===== config.mk =====
export PLATFORM = sky130hd
export DESIGN_NAME = iesm_queue
export DESIGN_NICKNAME = d
export VERILOG_FILES = /design/src/rtl/iesm_pkg.sv /design/src/rtl/iesm_queue.sv
export SDC_FILE = /design/constraint.sdc
export NUM_CORES = 1
export LEC_CHECK = 0
export ABC_AREA = 1
export BUFFER_PORTS_ARGS = -buffer_cell sky130_fd_sc_hd__buf_2
export CORE_ASPECT_RATIO = 0.5
export CORE_UTILIZATION = 40
export DETAILED_ROUTE_END_ITERATION = 8
export GPL_TIMING_DRIVEN = 0
export MAX_ROUTING_LAYER = met4
export SYNTH_ARGS = -nofsm -noshare
export SYNTH_HDL_FRONTEND = slang
export SYNTH_SLANG_ARGS = --single-unit

===== constraint.sdc =====
create_clock -name clk_i -period 8.45 [get_ports clk_i]
set_input_delay 0.4225 -clock clk_i [delete_from_list [all_inputs] [get_ports clk_i]]
set_output_delay 0.4225 -clock clk_i [all_outputs]
set_load 0.02 [all_outputs]

===== src/rtl/iesm_pkg.sv =====
package iesm_pkg;

  // channels that keep statistics, and the number of store entries
  localparam int CHANNELS = 16;
  localparam int StoreDepth = 16;
  localparam int KeptChannels = (CHANNELS < StoreDepth) ? CHANNELS : StoreDepth;

  localparam int DataW = 32;
  localparam int MaskW = 16;
  localparam int ChanW = 4;
  localparam int OpW = 2;
  localparam int DivCntW = $clog2(DataW);

  localparam int QueueDepth = 2;
  localparam int QPtrW = $clog2(QueueDepth);
  localparam int QCntW = $clog2(QueueDepth + 1);

  localparam logic [DataW-1:0] DataMax = '1;

  // opcodes of an input item
  localparam logic [OpW-1:0] OP_START = 2'd0;
  localparam logic [OpW-1:0] OP_STOP = 2'd1;
  localparam logic [OpW-1:0] OP_RECORD = 2'd2;
  localparam logic [OpW-1:0] OP_READ = 2'd3;

  typedef struct packed {
    logic [OpW-1:0]   opcode;
    logic [MaskW-1:0] event_mask;
    logic [DataW-1:0] event_time;
    logic [ChanW-1:0] query_channel;
  } in_item_t;

  typedef struct packed {
    logic             accepted;
    logic [DataW-1:0] event_count;
    logic [DataW-1:0] last_time;
    logic [DataW-1:0] mean_interval;
    logic [MaskW-1:0] last_event_mask;
    logic [MaskW-1:0] active_mask;
  } out_item_t;

  // what the back end has to do with an item
  typedef enum logic [2:0] {
    CMD_CLEAR,
    CMD_ACK,
    CMD_REJECT,
    CMD_RECORD,
    CMD_READ
  } cmd_kind_e;

  typedef struct packed {
    cmd_kind_e        kind;
    logic [MaskW-1:0] event_mask;
    logic [DataW-1:0] event_time;
    logic [ChanW-1:0] query_channel;
  } cmd_t;

endpackage


===== src/rtl/iesm_queue.sv =====
module iesm_queue (
  input  logic           clk_i,
  input  logic           rst_ni,
  input  logic           push_i,
  input  iesm_pkg::cmd_t cmd_i,
  output logic           full_o,
  input  logic           pop_i,
  output iesm_pkg::cmd_t cmd_o,
  output logic           empty_o
);
  import iesm_pkg::*;

  cmd_t             mem_q [QueueDepth];
  logic [QPtrW-1:0] wr_ptr_q, rd_ptr_q;
  logic [QCntW-1:0] cnt_q;
  logic             do_push, do_pop;

  assign full_o = (cnt_q == QCntW'(QueueDepth));
  assign empty_o = (cnt_q == '0);
  assign do_push = push_i && !full_o;
  assign do_pop = pop_i && !empty_o;
  assign cmd_o = mem_q[rd_ptr_q];

  always_ff @(posedge clk_i) begin
    if (do_push) begin
      mem_q[wr_ptr_q] <= cmd_i;
    end
  end

  always_ff @(posedge clk_i or negedge rst_ni) begin
    if (!rst_ni) begin
      wr_ptr_q <= '0;
      rd_ptr_q <= '0;
      cnt_q <= '0;
    end else begin
      if (do_push) begin
        wr_ptr_q <= (wr_ptr_q == QPtrW'(QueueDepth - 1)) ? '0 : wr_ptr_q + 1'b1;
      end
      if (do_pop) begin
        rd_ptr_q <= (rd_ptr_q == QPtrW'(QueueDepth - 1)) ? '0 : rd_ptr_q + 1'b1;
      end
      if (do_push && !do_pop) begin
        cnt_q <= cnt_q + 1'b1;
      end else if (do_pop && !do_push) begin
        cnt_q <= cnt_q - 1'b1;
      end
    end
  end

endmodule


==> qor.yml, run 1 <==
floorplanning:
  die_area_um2: 11100
  core_um2: 10300
  die_height_um: 75.1
  ios: 116
  die_w_um: 148
  initial_core_util_pct: 41.6
  rows: 26
synth:
  yosysWarnings: 0
  synth_top_family_by_area: "simple AND/OR/NAND/NOR gates"
  syn_area_per_cell_um2: 13.4
  synth_top_cell_area_share_pct: 77.3
  synth_area_leader_cell: "edfxtp_1"
  yosys.area_share.simple_pct: 16.2
  ys_seq_area_share_pct: 79.7
  synth-adder-area-share_pct: 0.293
  synth_compound_area_share_pct: 0.234
  synth_cell_types: 16
  synth.top_cells.by_area: "edfxtp_1 77%, nand2_1 15%, dfrtp_1 2.3%, buf_6 2.1%, inv_1 0.62%"
  synthesis.area_um2: 4270
  synth_xor_xnor_area_share_pct: 0.205
  synth-seq-cells: 114
  synthMuxAreaShare_pct: 0
  syn_nets: 379
  netlist_instances: 319
layout:
  layout_common_cells: "174 x nand2_1, 117 x buf_2, 110 x edfxtp_1, 17 x clkbuf_16, 8 x buf_6"
  post_route_cells_drive_above_1_share_pct: 34.8
  diodes: 0
  nets: 516
  fin_util_pct: 55.2
  final_common_cell: "nand2_1"
  area_growth_pct: 32.8
route:
  antenna_left: 0
  wl_um: 7640
  vias: 2600
  via_per_inst: 4.27
  drc: 0
  wl_per_cell_um: 12.5
  first_pass_iters: 4
  wl_met1_um: 3240
  drt_iter0_markers: 69
  met2WireLength_um: 3990
  dr_wl_met3_um: 340
  top_layer: "met4"
power:
  pwr-share-seq_pct: 35.9
  switching_power_mw: 0.773
  switching_share_pct: 34.5
  total_leakage_power_nw: 2.48
  power_density_nw_per_um2: 395
  intPower_mw: 1.47
  vdd_drop_max_v: 0.000160
  total_power_mw: 2.24
  comb_power_share_pct: 33.1
  clkPwrFrac_pct: 31.0
global_route:
  grt-ovfl-total: 0
  first_global_vias: 2378
  grt_usage_pct: 14.8
  grt_antenna_before_repair: 0
  grt_max_degree: 32
  grt_pass1_wl_um: 11400
hold_path:
  hold-path-endpoint: "mem_q[0][36]"
  hp-class: "input port to flip-flop"
  holdPathStages: 1
  worstHoldStart: "cmd_i[36]"
run:
  cap_viol_max_count: 0
clock_tree:
  path_clk_slew_ns: 0.05
  ctsResizeCount: 0
  clkLatencyLatePin_ns: 0.39
  tritoncts: "built"
  root_buffer: "clkbuf_16"
  h-tree-depth: 4
  cts_sinks: 114
  cts_inserted_buffers: 17
  clockBufferDepth: 2
timing:
  tns_ns: 0
  final.min_clock_period_ns: 1.98
  worst_slew_pin_slew_ns: 0.864
  slew_violations: 0
  hold_slack_ns: 0.216
  slew_headroom_pct: 42.3
  period_share_pct: 23.5
  rsz0062_at_grt: "false"
  fin_skew_ns: 0.00906
  max_freq_ghz: 0.504
  timing.final.ws_setup_ns: 6.47
  hold_viol_final: 0
  setup_violations: 0
run_status:
  status: "completed"
worst_setup_path:
  r2r-start: "cnt_q[0]"
  reg2reg_slack_ns: 6.47
  end_kind: "flip-flop"
  worst_setup_path_start_kind: "flip-flop"
  ff2ff_path_depth: 3
  cp_max_fo: 29
  worst-setup-path-type: "flip-flop to flip-flop"
  worst_ep_required_time_ns: 8.54
  worstPathArrival_ns: 2.07
  timing.rr.end: "mem_q[1][45]"
placement:
  hpwlAfterDp_um: 5060
  post-place-ws_ns: 6.43
  numPortBuffers: 115
  place.gp.congestion: 0.717
## how the worst max path moves through the flow
stage	start	end	slack, ns	depth (start not counted)
5_1_grt	cnt_q[0]	mem_q[1][45]	6.28	3
2_1_floorplan	cnt_q[1]	mem_q[1][0]	5.09	3
6_report	cnt_q[0]	mem_q[1][45]	6.47	3
3_3_place_gp	cnt_q[0]	mem_q[1][3]	3.67	2
4_1_cts	cnt_q[0]	mem_q[1][45]	6.43	3
3_5_place_dp	cnt_q[0]	mem_q[1][35]	6.43	3
## logic make-up after synthesis
group,Yosys count
AND/OR/NAND/NOR,181
flip-flops,114
buffers and inverters,20
AO/OA/AOI/OAI,2
XOR/XNOR,1
adder cells (fa/ha/maj),1
## power groups by stage
| stage | clock [mW] | combinational [mW] | sequential [mW] |
|---|---|---|---|
| floorplan | 0 | 0.491 | 0.817 |
| global placement | 0 | 0.734 | 0.827 |
| detailed placement | 0 | 0.755 | 0.816 |
| CTS | 0.710 | 0.758 | 0.806 |
| global route | 0.731 | 0.818 | 0.818 |
| finish | 0.695 | 0.741 | 0.805 |
## worst max-delay path, cell delays in order, from the launching register on
cell and delay, ns:
dfrtp_1 0.46, o21ai_0 0.22, nor2_4 0.70, buf_12 0.29
## cell usage after synthesis
| master | n |
|---|---|
| nand3_1 | 1 |
| inv_1 | 7 |
| edfxtp_1 | 110 |
| buf_6 | 8 |
| dfrtp_1 | 4 |
| nor2_2 | 2 |
| nand4_1 | 1 |
| inv_2 | 1 |
| nand3b_1 | 1 |
| xnor2_1 | 1 |
| nand2_1 | 174 |
| ha_1 | 1 |
| o21ai_0 | 2 |
| buf_2 | 2 |
| nor2_1 | 2 |
| buf_4 | 2 |
## flip-flops by register name, indices dropped and copies added, names as in the netlist
name,cells
rd_ptr_q,1
cnt_q,2
mem_q,110
wr_ptr_q,1
## final cells by class
class / count / area, um^2
Inverter: 8 / 30.0
Clock inverter: 15 / 168
Sequential cell: 114 / 3400
Multi-Input combinational cell: 185 / 731
Buffer: 12 / 115
Tap cell: 140 / 175
Timing Repair Buffer: 118 / 626
Clock buffer: 17 / 425
Fill cell: 867 / 4610
## per-layer routing
metal / GRT usage, % / vias to the layer above
met5: - / -
met4: 7.45 / 0
met3: 4.67 / 9
met2: 25.4 / 54
met1: 16.0 / 1184
li1: - / 1353
## timing repair
action,CTS,global route
hold buffers,1,0
setup buffers,0,0
endpoints found under the setup margin,0,0
endpoints found under the hold margin,4,0
## through the flow
stage | cells | cell area (um^2)
after floorplan | 319 | 4270
after global placement | 574 | 5020
after detailed placement | 576 | 5070
after CTS | 609 | 5670
after global routing | 609 | 5670
final | 609 | 5670
Power figures use the tool's default switching activity.
==> run 2, diff against run 1 <==
--- a/config.mk
+++ b/config.mk
@@ -12,6 +12,7 @@
 export DETAILED_ROUTE_END_ITERATION = 8
 export GPL_TIMING_DRIVEN = 0
 export MAX_ROUTING_LAYER = met4
+export PLACE_DENSITY = 0.66
 export SYNTH_ARGS = -nofsm -noshare
 export SYNTH_HDL_FRONTEND = slang
 export SYNTH_SLANG_ARGS = --single-unit
==> constraint.sdc (replaced) <==
create_clock -name clk_i -period 1.8 [get_ports clk_i]
set_input_delay 0.09 -clock clk_i [delete_from_list [all_inputs] [get_ports clk_i]]
set_output_delay 0.09 -clock clk_i [all_outputs]
set_load 0.02 [all_outputs]
==> qor.yml, run 2 (synthesized netlist as in run 1, its figures left out) <==
layout:
  post_route_cells_drive_above_1_share_pct: 30.8  # was 34.8%
  fin_util_pct: 60.3  # was 55.2%
  final_common_cell: "nand2_1"  # unchanged
  largestRegisters: "mem_q x110, cnt_q x2"  # unchanged
  largest_reg_flops: 110  # unchanged
  diodes: 0  # unchanged
  fill_cells: 816  # was 867
  layout_common_cells: "173 x nand2_1, 117 x buf_2, 110 x edfxtp_1, 57 x dlygate4sd3_1, 17 x clkbuf_16"  # was 174 x nand2_1, 117 x buf_2, 110 x edfxtp_1, 17 x clkbuf_16, 8 x buf_6
  fin_area_um2: 6200  # was 5670 um^2
  area_growth_pct: 45.2  # was 32.8%
  nets: 575  # was 516
  largest-register: "mem_q"  # unchanged
clock_tree:
  cts_sinks: 114  # unchanged
  clockBufferDepth: 2  # unchanged
  tritoncts: "built"  # unchanged
  clkLatencyLatePin_ns: 0.40  # was 0.39 ns
  h-tree-depth: 4  # unchanged
  root_buffer: "clkbuf_16"  # unchanged
  path_clk_slew_ns: 0.05  # about the same
  cts_inserted_buffers: 17  # unchanged
placement:
  dpl_cell_area_um2: 5060  # was 5070 um^2
  numPortBuffers: 115  # unchanged
  post-place-ws_ns: -0.601  # was 6.43 ns
  hpwlAfterDp_um: 5160  # was 5060 um
  place.gp.congestion: 0.769  # was 0.717
worst_setup_path:
  worst-setup-path-type: "flip-flop to flip-flop"  # unchanged
  worst_ep_required_time_ns: 1.74  # was 8.54 ns
  worstPathBufferInverterCount: 2  # was 1
  worstPathArrival_ns: 1.69  # was 2.07 ns
  end_kind: "flip-flop"  # unchanged
  cp_cell_sequence: "inv_2, nor2_4, nor2_2, nand2_4, clkinvlp_4"  # was o21ai_0, nor2_4, buf_12
  crit_slowest_cell: "clkinvlp_4"  # was nor2_4
  worst_setup_path_start_kind: "flip-flop"  # unchanged
  cp_max_fo: 28  # was 29
  critPathMaxStageDelay_ns: 0.54  # was 0.70 ns
  cp_top_family: "buffers and inverters"  # was simple AND/OR/NAND/NOR gates
hold_path:
  hp-class: "input port to async pin"  # was input port to flip-flop
global_route:
  grt_antenna_before_repair: 0  # unchanged
  grt_usage_pct: 17.0  # was 14.8%
  grt_pass1_wl_um: 13200  # was 11400 um
  grt-ovfl-total: 0  # unchanged
  grt_max_degree: 29  # was 32
  first_global_vias: 2788  # was 2378
floorplanning:
  rows: 26  # unchanged
  initial_core_util_pct: 41.6  # unchanged
  die_area_um2: 11100  # unchanged
  ios: 116  # unchanged
  core_um2: 10300  # unchanged
  die_height_um: 75.1  # unchanged
  die_w_um: 148  # unchanged
route:
  drc: 0  # unchanged
  vias: 2937  # was 2600
  wl_per_cell_um: 13.2  # was 12.5 um
  antenna_left: 0  # unchanged
  first_pass_iters: 4  # unchanged
  drt_iter0_markers: 120  # was 69
  via_per_inst: 4.41  # was 4.27
  wl_um: 8780  # was 7640 um
timing:
  max_freq_ghz: 0.569  # was 0.504 GHz
  fin_skew_ns: 0.00689  # was 0.00906 ns
  slew_violations: 0  # unchanged
  final.min_clock_period_ns: 1.76  # was 1.98 ns
  timing.final.ws_setup_ns: 0.0437  # was 6.47 ns
  slew_headroom_pct: 52.0  # was 42.3%
  rsz0062_at_grt: "true"  # was false
  hold_slack_ns: 0.0350  # was 0.216 ns
  setup_violations: 0  # unchanged
  period_share_pct: 97.6  # was 23.5%
  tns_ns: 0  # unchanged
  worst_slew_pin_slew_ns: 0.713  # was 0.864 ns
  hold_viol_final: 0  # unchanged
run:
  cap_viol_max_count: 0  # unchanged
run_status:
  status: "completed"  # unchanged
power:
  vdd_drop_max_v: 0.000747  # was 0.000160 V
  power_density_nw_per_um2: 1690  # was 395 nW/um^2
  total_leakage_power_nw: 2.69  # was 2.48 nW
[run 2: stage by stage]
stage          cells  power [mW]
2_1_floorplan    319        6.16
3_3_place_gp     574        7.32
3_5_place_dp     575        7.40
4_1_cts          666        10.6
5_1_grt          666        11.1
6_report         666        10.5
[run 2: final timing paths]
kind                            startpoint            to  slack, ns  cells after the start
worst max-delay path              cnt_q[1]  mem_q[0][53]       0.04                      5
worst min-delay path                rst_ni      rd_ptr_q       0.04                      2
worst max register to register    cnt_q[1]  mem_q[0][53]       0.04                      5
worst min register to register    wr_ptr_q      wr_ptr_q       0.51                      2
max in group asynchronous           rst_ni      cnt_q[0]       1.63                      2
min in group clk_i                  push_i      wr_ptr_q       0.13                      5
[run 2: per-layer routing]
metal  vias up  global-route usage [%]  share of wire (%)
met1      1401                    19.0                 42
met3        10                    5.09                3.6
li1       1467                       -                  -
met4         0                    8.93                1.4
met5         -                       -                  0
met2        59                    28.4                 53
[run 2: where the power goes]
| group | internal [mW] | switching, mW |
|---|---|---|
| clock network | 1.98 | 1.04 |
| logic | 1.20 | 2.47 |
| registers | 3.63 | 0.165 |
| total | 6.81 | 3.67 |
[run 2: layout make-up]
type / instances / area (um^2) / area share, %
Multi-Input combinational cell: 186 / 754 / 12.2
Clock buffer: 20 / 437 / 7.04
Timing Repair Buffer: 175 / 1180 / 19.0
Timing Repair inverter: 1 / 7.51 / 0.121
Inverter: 8 / 33.8 / 0.545
Tap cell: 140 / 175 / 2.82
Buffer: 12 / 115 / 1.86
Sequential cell: 114 / 3400 / 54.9
Clock inverter: 10 / 93.8 / 1.51
[run 2: repair_timing]
action,4_1_cts,5_1_grt
setup endpoints to repair,110,69
gates resized for setup,1,2
gates cloned,2,0
hold endpoints to repair,115,0
pin swaps,1,0
hold buffers,57,0
setup buffers,2,0
==> run 3, diff against run 2 <==
--- a/config.mk
+++ b/config.mk
@@ -5,7 +5,6 @@
 export SDC_FILE = /design/constraint.sdc
 export NUM_CORES = 1
 export LEC_CHECK = 0
-export ABC_AREA = 1
 export BUFFER_PORTS_ARGS = -buffer_cell sky130_fd_sc_hd__buf_2
 export CORE_ASPECT_RATIO = 0.5
 export CORE_UTILIZATION = 40
==> qor.yml, run 3 <==
clock_tree:
  clkLatencyLatePin_ns: 0.39  # was 0.40 ns
  clockBufferDepth: 2  # unchanged
  h-tree-depth: 4  # unchanged
  path_clk_slew_ns: 0.05  # about the same
  cts_sinks: 114  # unchanged
  root_buffer: "clkbuf_16"  # unchanged
  tritoncts: "built"  # unchanged
  cts_inserted_buffers: 17  # unchanged
worst_setup_path:
  ff2ff_path_depth: 2  # was 5
  critPathLaunch: "rd_ptr_q"  # was cnt_q[1]
  worstPathArrival_ns: 1.59  # was 1.69 ns
  worst_ep_required_time_ns: 1.71  # was 1.74 ns
  reg2reg_slack_ns: 0.15  # was 0.04 ns
  crit_end: "cmd_o[21]"  # was mem_q[0][53]
  timing.rr.end: "mem_q[1][20]"  # was mem_q[0][53]
  worst-setup-path-type: "flip-flop to primary output"  # was flip-flop to flip-flop
  r2r-start: "cnt_q[0]"  # was cnt_q[1]
  end_kind: "primary output"  # was flip-flop
  worst_setup_path_start_kind: "flip-flop"  # unchanged
  cp_max_fo: 10  # was 28
floorplanning:
  die_area_um2: 11300  # was 11100 um^2
  core_um2: 10400  # was 10300 um^2
  ios: 116  # unchanged
  die_w_um: 149  # was 148 um
  rows: 26  # unchanged
  initial_core_util_pct: 41.7  # was 41.6%
  die_height_um: 75.6  # was 75.1 um
layout:
  largest_reg_flops: 110  # unchanged
  area_growth_pct: 46.9  # was 45.2%
  fin_area_um2: 6360  # was 6200 um^2
  fill_cells: 780  # was 816
  largestRegisters: "mem_q x110, cnt_q x2"  # unchanged
  final_common_cell: "buf_2"  # was nand2_1
  post_route_cells_drive_above_1_share_pct: 53.4  # was 30.8%
  nets: 444  # was 575
  layout_common_cells: "116 x buf_2, 110 x edfxtp_1, 56 x dlygate4sd3_1, 40 x mux2_4, 17 x clkbuf_16"  # was 173 x nand2_1, 117 x buf_2, 110 x edfxtp_1, 57 x dlygate4sd3_1, 17 x clkbuf_16
  largest-register: "mem_q"  # unchanged
  diodes: 0  # unchanged
power:
  switching_power_mw: 3.23  # was 3.67 mW
  intPower_mw: 7.72  # was 6.81 mW
  power_density_nw_per_um2: 1720  # was 1690 nW/um^2
  comb_power_share_pct: 32.8  # was 35.0%
  total_leakage_power_nw: 2.58  # was 2.69 nW
  pwr-share-seq_pct: 35.1  # was 36.2%
  vdd_drop_max_v: 0.000791  # was 0.000747 V
  clkPwrFrac_pct: 32.1  # was 28.8%
  switching_share_pct: 29.5  # was 35.0%
route:
  first_pass_iters: 4  # unchanged
  drt_iter0_markers: 79  # was 120
  wl_um: 8290  # was 8780 um
  wl_per_cell_um: 15.4  # was 13.2 um
  antenna_left: 0  # unchanged
  drc: 0  # unchanged
  vias: 2380  # was 2937
  via_per_inst: 4.43  # was 4.41
synth:
  synth_cell_types: 15  # was 16
  synth_area_leader_cell: "edfxtp_1"  # unchanged
  synthesis.area_um2: 4330  # was 4270 um^2
  synth_top_cell_area_share_pct: 76.3  # was 77.3%
  syn_area_per_cell_um2: 22.8  # was 13.4 um^2
  synthTopCellsByCount: "110 x edfxtp_1, 40 x mux2_4, 15 x mux2_2"  # was 174 x nand2_1, 110 x edfxtp_1, 8 x buf_6
  yosysWarnings: 0  # unchanged
  synth.top_cells.by_area: "edfxtp_1 76%, mux2_4 14%, mux2_2 3.9%, dfrtp_1 2.3%, buf_6 1.3%"  # was edfxtp_1 77%, nand2_1 15%, dfrtp_1 2.3%, buf_6 2.1%, inv_1 0.62%
  ys.flop_type: "edfxtp_1"  # unchanged
  netlist_instances: 190  # was 319
  synth-seq-cells: 114  # unchanged
  syn_nets: 250  # was 379
  yosysMostFrequentCell: "edfxtp_1"  # was nand2_1
  synth_edf_count: 110  # unchanged
  ys_seq_area_share_pct: 78.6  # was 79.7%
  async_flop_share_pct: 3.51  # unchanged
global_route:
  grt_pass1_wl_um: 12000  # was 13200 um
  first_global_vias: 2529  # was 2788
  grt_max_degree: 56  # was 29
  grt-ovfl-total: 0  # unchanged
  grt_usage_pct: 15.4  # was 17.0%
  grt_antenna_before_repair: 0  # unchanged
timing:
  setup_violations: 0  # unchanged
  slew_headroom_pct: 52.7  # was 52.0%
  fin_skew_ns: 0.00702  # was 0.00689 ns
  final.min_clock_period_ns: 1.68  # was 1.76 ns
  hold_slack_ns: 0.0422  # was 0.0350 ns
  hold_viol_final: 0  # unchanged
  rsz0062_at_grt: "false"  # was true
  worst_slew_pin_slew_ns: 0.709  # was 0.713 ns
  max_freq_ghz: 0.597  # was 0.569 GHz
  period_share_pct: 93.1  # was 97.6%
  slew_violations: 0  # unchanged
  timing.final.ws_setup_ns: 0.124  # was 0.0437 ns
placement:
  post-place-ws_ns: -0.362  # was -0.601 ns
  hpwlAfterDp_um: 5160  # about the same
  numPortBuffers: 115  # unchanged
  place.gp.congestion: 0.706  # was 0.769
  dpl_cell_area_um2: 5160  # was 5060 um^2
run:
  cap_viol_max_count: 0  # unchanged
run_status:
  status: "completed"  # unchanged
hold_path:
  hp-class: "input port to async pin"  # unchanged
[run 3: cell families after synthesis]
family / share of synthesized area (%)
buf+inv: 1.59
flops: 78.6
mux: 17.8
xor+xnor: 1.01
simple gates: 0.636
compound gates: 0.115
fa+ha+maj: 0.289
[run 3: repair_timing]
item / 4_1_cts / 5_1_grt
setup buffers: 1 / 0
gates resized for setup: 1 / 0
pin swaps: 1 / 1
endpoints found under the hold margin: 114 / 0
cloned: 0 / 1
hold buffers: 56 / 0
setup endpoints to repair: 76 / 55
[run 3: layout make-up]
| class | count | area, um^2 | share of cell area (%) |
|---|---|---|---|
| Buffer | 6 | 61.3 | 0.964 |
| Clock buffer | 19 | 433 | 6.80 |
| Clock inverter | 13 | 190 | 2.99 |
| Inverter | 2 | 7.51 | 0.118 |
| Multi-Input combinational cell | 69 | 893 | 14.0 |
| Sequential cell | 114 | 3400 | 53.5 |
| Tap cell | 140 | 175 | 2.75 |
| Timing Repair Buffer | 174 | 1200 | 18.8 |
[run 3: through the flow]
stage	total power [mW]	utilization, %	TNS, ns	instances
6_report	10.9	61.3	0	537
5_1_grt	11.4	61.3	0	537
4_1_cts	11.0	61.2	0	536
3_5_place_dp	7.39	49.7	-21.85	447
3_3_place_gp	7.17	49.2	-39.99	445
2_1_floorplan	6.33	-	-3.27	190
[run 3: worst max-delay path: stages (launching register included)]
cell     delay [ns]
dfrtp_1        0.35
buf_6          0.16
buf_6          0.19
mux2_4         0.33
buf_2          0.16
[run 3: how the worst min path moves through the flow]
| stage | from | to | slack, ns | cells after the start |
|---|---|---|---|---|
| 2_1_floorplan | rst_ni | cnt_q[0] | -0.21 | 0 |
| 3_3_place_gp | rst_ni | wr_ptr_q | -0.10 | 1 |
| 3_5_place_dp | rst_ni | cnt_q[1] | -0.1 | 1 |
| 4_1_cts | push_i | wr_ptr_q | 0.009 | 3 |
| 5_1_grt | rst_ni | cnt_q[1] | 0.03 | 2 |
| 6_report | rst_ni | cnt_q[1] | 0.04 | 2 |
[run 3: power by group through the flow]
| stage | logic, mW | clock network [mW] | registers, mW |
|---|---|---|---|
| 6_report | 3.59 | 3.51 | 3.84 |
| 3_3_place_gp | 3.32 | 0 | 3.86 |
| 4_1_cts | 3.62 | 3.57 | 3.84 |
| 5_1_grt | 3.82 | 3.68 | 3.88 |
| 3_5_place_dp | 3.50 | 0 | 3.90 |
| 2_1_floorplan | 2.50 | 0 | 3.83 |
[run 3: metal layers]
layer,GRT usage [%],wire length [um]
met3,4.43,265
met5,-,0
met1,14.8,3260
met2,28.3,4630
met4,9.86,137
